File: config.mk
export PLATFORM = sky130hd
export DESIGN_NAME = delu_cell
export DESIGN_NICKNAME = d
export VERILOG_FILES = /design/src/hdl/delu_pkg.sv /design/src/hdl/delu_cell.sv
export SDC_FILE = /design/constraint.sdc
export NUM_CORES = 2
export LEC_CHECK = 0
export BUFFER_PORTS_ARGS = -buffer_cell sky130_fd_sc_hd__buf_2
export CAP_MARGIN = 0
export CORE_UTILIZATION = 42
export CTS_CLUSTER_SIZE = 14
export DETAILED_ROUTE_END_ITERATION = 16
export GPL_ROUTABILITY_DRIVEN = 0
export HOLD_SLACK_MARGIN = 0.12
export PLACE_DENSITY_LB_ADDON = 0.3
export RECOVER_POWER = 25
export SETUP_SLACK_MARGIN = 0.5
export SLEW_MARGIN = 20
export SYNTH_ARGS = -nofsm -noshare
export SYNTH_HDL_FRONTEND = slang
export SYNTH_SLANG_ARGS = --single-unit
export TNS_END_PERCENT = 50
File: constraint.sdc
create_clock -name clock -period 7.6 [get_ports clock]
set_input_delay 0 -clock clock [delete_from_list [all_inputs] [get_ports clock]]
set_output_delay 0 -clock clock [all_outputs]
set_load 0.02 [all_outputs]
File: src/hdl/delu_pkg.sv
// ----------------------------------------------------------------------------
// DELU package
// Shared constants, register codes and pipeline types of the DELU activation unit.
// ----------------------------------------------------------------------------
package delu_pkg;

   localparam int DATA_W     = 32;
   localparam int FRAC_W     = 16;
   localparam int LN2_Q      = 45426;        // ln 2 in Q16.16
   localparam int RECIP_LN2  = 94548;        // floor(2^32 / LN2_Q)
   localparam int U_OFFSET   = 50 * LN2_Q;   // bias that makes the reduced exponent non-negative
   localparam int T_BIG      = 46 * LN2_Q;   // exponents from here on overflow the data range
   localparam int SHIFT_BIAS = 64;           // q - SHIFT_BIAS is the final scaling shift
   localparam int ONE_Q      = 65536;        // 1.0 in Q16.16
   localparam logic [31:0] ONE_Q30 = 32'h4000_0000;
   localparam logic signed [31:0] VMAX = 32'sh7FFF_FFFF;
   localparam logic signed [31:0] VMIN = 32'sh8000_0000;

   localparam logic signed [31:0] GAIN_A_RST  = 32'sd65536;
   localparam logic signed [31:0] RECIP_B_RST = 32'sd32768;
   localparam logic signed [31:0] KNEE_RST    = 32'sd82341;

   typedef enum logic [1:0] {
      CSR_GAIN_A  = 2'd0,
      CSR_RECIP_B = 2'd1,
      CSR_KNEE    = 2'd2
   } csr_index_type;

   // Information that rides along the exponent chain with each element.
   typedef struct packed {
      logic               last;
      logic               done;   // result already final (pass-through or backward)
      logic               sat;
      logic signed [31:0] res;
      logic               big;    // exp overflows for sure
      logic               zero;   // exp underflows to zero
      logic signed [7:0]  shift;  // scaling shift applied to the series value
   } delu_side_type;

   typedef struct packed {
      logic [31:0]   p;      // series value in Q2.30
      logic [29:0]   r30;    // reduced argument in Q0.30
      delu_side_type side;
   } delu_cell_data_type;

endpackage

File: src/hdl/delu_cell.sv
// ----------------------------------------------------------------------------
// DELU series cell
// One Horner step of the exponential series: p = 1 + (p * r) / DIVISOR.
// ----------------------------------------------------------------------------
module delu_cell #(
   parameter int DIVISOR = 1
) (
   input  logic                         clock,
   input  logic                         reset,
   input  logic                         en,
   input  logic                         in_valid,
   input  delu_pkg::delu_cell_data_type in_data,
   output logic                         out_valid,
   output delu_pkg::delu_cell_data_type out_data
);

   // Exact division by a small constant through a rounded-up reciprocal.
   localparam int SHIFT_L = $clog2(DIVISOR);
   localparam logic [63:0] MULT_WIDE =
      ((64'd1 << (32 + SHIFT_L)) + 64'(DIVISOR) - 64'd1) / 64'(DIVISOR);
   localparam logic [32:0] MULT = MULT_WIDE[32:0];

   logic                         a_valid_ff, b_valid_ff;
   logic [61:0]                  a_prod_ff;
   delu_pkg::delu_cell_data_type a_data_ff, b_data_ff, b_data_in;
   logic [64:0]                  q_wide;

   always_ff @(posedge clock) begin
      if (reset) begin
         a_valid_ff <= 1'b0;
         b_valid_ff <= 1'b0;
      end else if (en) begin
         a_valid_ff <= in_valid;
         b_valid_ff <= a_valid_ff;
      end
   end

   always_comb begin
      q_wide      = 65'(a_prod_ff[61:30]) * 65'(MULT);
      b_data_in   = a_data_ff;
      b_data_in.p = delu_pkg::ONE_Q30 + 32'(q_wide >> (32 + SHIFT_L));
   end

   always_ff @(posedge clock) begin
      if (en) begin
         a_prod_ff <= 62'(in_data.p) * 62'(in_data.r30);
         a_data_ff <= in_data;
         b_data_ff <= b_data_in;
      end
   end

   assign out_valid = b_valid_ff;
   assign out_data  = b_data_ff;

endmodule

==> impl_metrics.py <==
metrics = {
    "status": {
        "status": "complete, no violations",
    },
    "placement": {
        "io_buffers": 218,
        "place_area_um2": 40540,
        "hpwl_um": 79350,
    },
    "setup_path": {
        "worst-setup-path-type": "in2reg",
        "worst-r2r-cell-count": 3,
        "reg2reg_from": "a_valid_ff$_SDFFE_PP0P_",
        "rrSetupSlack_ns": 6.42,
        "critPathTopFamily": "adder cells",
        "max_stage_delay_ns": 0.56,
        "cpMaxStageDelayCell": "fa_1",
        "end_kind": "flip-flop",
        "crit_buf_inv": 7,
        "cp.arrival_ns": 7.35,
        "path_max_fanout": 15,
        "cp_common_cell": "fa_1",
        "cp-start-kind": "primary input",
        "worstPathRequired_ns": 7.92,
        "r2r_end": "a_valid_ff$_SDFFE_PP0P_",
    },
    "finish": {
        "synthToLayoutAreaGrowth_pct": 14.71,
        "fin_nets": 5133,
        "layout-drive-gt1-share_pct": 11.80,
        "design_area_um2": 42620,
    },
    "routing": {
        "detail-route-antenna-nets": 0,
        "wl_um": 96820,
        "drc_errors": 0,
        "wl_per_cell_um": 18.92,
        "first_iter_violations": 1192,
        "drt-vias-per-instance": 4.893,
        "dr_total_vias": 25030,
        "drt_pass1_iterations": 5,
    },
    "yosys": {
        "synth_edf_count": 214,
        "ys_ff_latch": 216,
        "ys_seq_area_share_pct": 17.40,
        "synth_area_leaders": "fa_1, edfxtp_1, and2_1, inv_1, ha_1",
        "avgSynthCellArea_um2": 10.33,
        "synth_area_um2": 37150,
        "ys_types": 55,
        "synth_nets": 4791,
        "synthDominantCellAreaShare_pct": 44.99,
        "synth_flop_cell": "edfxtp_1",
        "netlist_instances": 3598,
        "synth_commonest_cells": "inv_1, fa_1, and2_1",
        "synth_warnings": 0,
        "ys_async_sr_fraction_pct": 0,
        "post-synth-top-count-cell": "inv_1",
        "synth_top_area_cell": "fa_1",
    },
    "global_routing": {
        "antenna_found_initial": 2,
        "track_usage_pct": 22.49,
        "grt_overflow": 0,
        "grt_max_degree": 128,
        "grt_pass1_wl_um": 154500,
        "grt_pass1_vias": 27460,
    },
    "die": {
        "dieArea_um2": 89650,
        "die_x_um": 299.4,
        "dieHeight_um": 299.4,
        "rows": 108,
        "io_pins": 219,
        "start_util_pct": 42.63,
        "fp.coreArea_um2": 87160,
    },
    "clock_network": {
        "cts_num_sinks": 216,
        "h-tree-depth": 1,
        "clk_pin_slew_ns": 0.06,
        "numCtsBuffers": 27,
        "cts_tree": "yes",
        "root_buffer": "clkbuf_16",
        "clk_latency_ns": 0.57,
        "clock_path_buffers": 3,
    },
    "worst_hold_path": {
        "hold_start": "in_data[6]",
        "min_to": "a_data_ff[6]$_DFFE_PP_",
        "min_path_type": "in2reg",
        "whs_path_depth": 2,
    },
    "timing": {
        "fmax_mhz": 142.3,
        "maxSlewHeadroom_pct": 29.70,
        "rsz0062_at_grt": "yes",
        "min_period_over_period_pct": 92.48,
        "slew_violations": 0,
        "finClkSkew_ns": 0.01297,
        "finalCriticalPeriod_ns": 7.029,
        "tightestPinTransition_ns": 1.055,
        "hold_viol_final": 0,
        "setup_viol": 0,
    },
    "flow_run": {
        "cap_violations": 0,
    },
}
## layer usage
metal  routed length, um  global-route usage, %  vias to the layer above
li1                    -                      -                    11220
met1               38520                  28.14                    13110
met2               50750                  40.15                      548
met3                3883                  2.472                      159
met4                3672                  8.042                        0
met5                   0                      0                        -
## registers in the layout (all words and copies together), names as in the netlist
register and count:
a_data_ff 75, a_valid_ff 1, out_valid 1, a_prod_ff 32, out_data 107
## worst max path at each step
stage	startpoint	end	slack, ns	cells after the start
6_report	in_data[55]	a_prod_ff[55]$_DFFE_PP_	0.57	26
5_1_grt	in_data[54]	a_prod_ff[53]$_DFFE_PP_	0.26	31
4_1_cts	in_data[72]	a_prod_ff[61]$_DFFE_PP_	0.52	25
3_5_place_dp	in_data[51]	a_prod_ff[55]$_DFFE_PP_	-0.21	26
3_3_place_gp	in_data[53]	a_prod_ff[55]$_DFFE_PP_	-0.20	26
2_1_floorplan	in_data[52]	a_prod_ff[55]$_DFFE_PP_	0.84	25
## cell families (layout without fill, tap and decap cells)
family / after synthesis / in the layout / share of synthesized area, %
mux: 2 / 2 / 0.05389
simple gates: 1070 / 1070 / 15.13
fa+ha+maj: 1082 / 1082 / 53.31
compound gates: 149 / 149 / 2.714
xor+xnor: 36 / 36 / 0.8486
buf+inv: 1043 / 1404 / 10.54
other cells: 0 / 2 / 0
flops: 216 / 216 / 17.40
## cell usage in the layout, fill, tap and decap left out, types with 6 or more instances in the layout
cell           count
clkbuf_1          13
edfxtp_1         214
o21ai_0           13
dlygate4sd3_1    102
nand3_1           10
o21bai_1           9
xnor2_1           26
inv_1            853
clkbuf_16         27
xor2_1            10
and2_1           585
nand2_1          407
a21o_1            22
fa_1             834
buf_12            16
nand4_1           12
clkbuf_4           8
nor2_1            22
buf_2            201
nand2b_1           6
ha_1             245
nor2b_1            7
buf_4            163
a21oi_1           50
o21a_1             7
clkinv_2           6
## final cells by class
cell class	count	area, um^2
Tap cell	1155	1445
Fill cell	8004	44540
Sequential cell	216	6466
Clock buffer	35	725.7
Multi-Input combinational cell	2339	26940
Clock inverter	13	105.1
Timing Repair Buffer	503	3729
Inverter	853	3202
Antenna cell	2	5.005
## timing repair
item / in CTS / in global routing
buffers inserted: 0 / 2
endpoints found under the hold margin: 158 / 0
setup endpoints to repair: 1 / 16
pin swaps: 0 / 7
resized for setup: 4 / 42
hold buffers: 102 / 0
## worst reg2reg max path: cells and delay by family (launching register included)
kind	cells	cell delay, ns
buffers and inverters	1	0.54
muxes	1	0.14
DFF	1	0.32
and+or+nand+nor	1	0.07
## stage by stage
stage               util [%]  instances  hold WS [ns]  setup WS [ns]  setup TNS [ns]
finish                 48.90       5116        0.1386         0.5713               0
detailed placement     46.52       4962        0.1781        -0.2143         -0.6128
global route           48.89       5115        0.1281         0.2625               0
CTS                    48.65       5112        0.1209         0.5195               0
global placement       46.52       4962        0.1759        -0.1994         -0.3148
floorplan                  -       3598       0.07238         0.8376               0
Power is left out: the tool's default activity adds up to more than one toggle a clock period on the data nets, which glitch-free logic cannot reach.
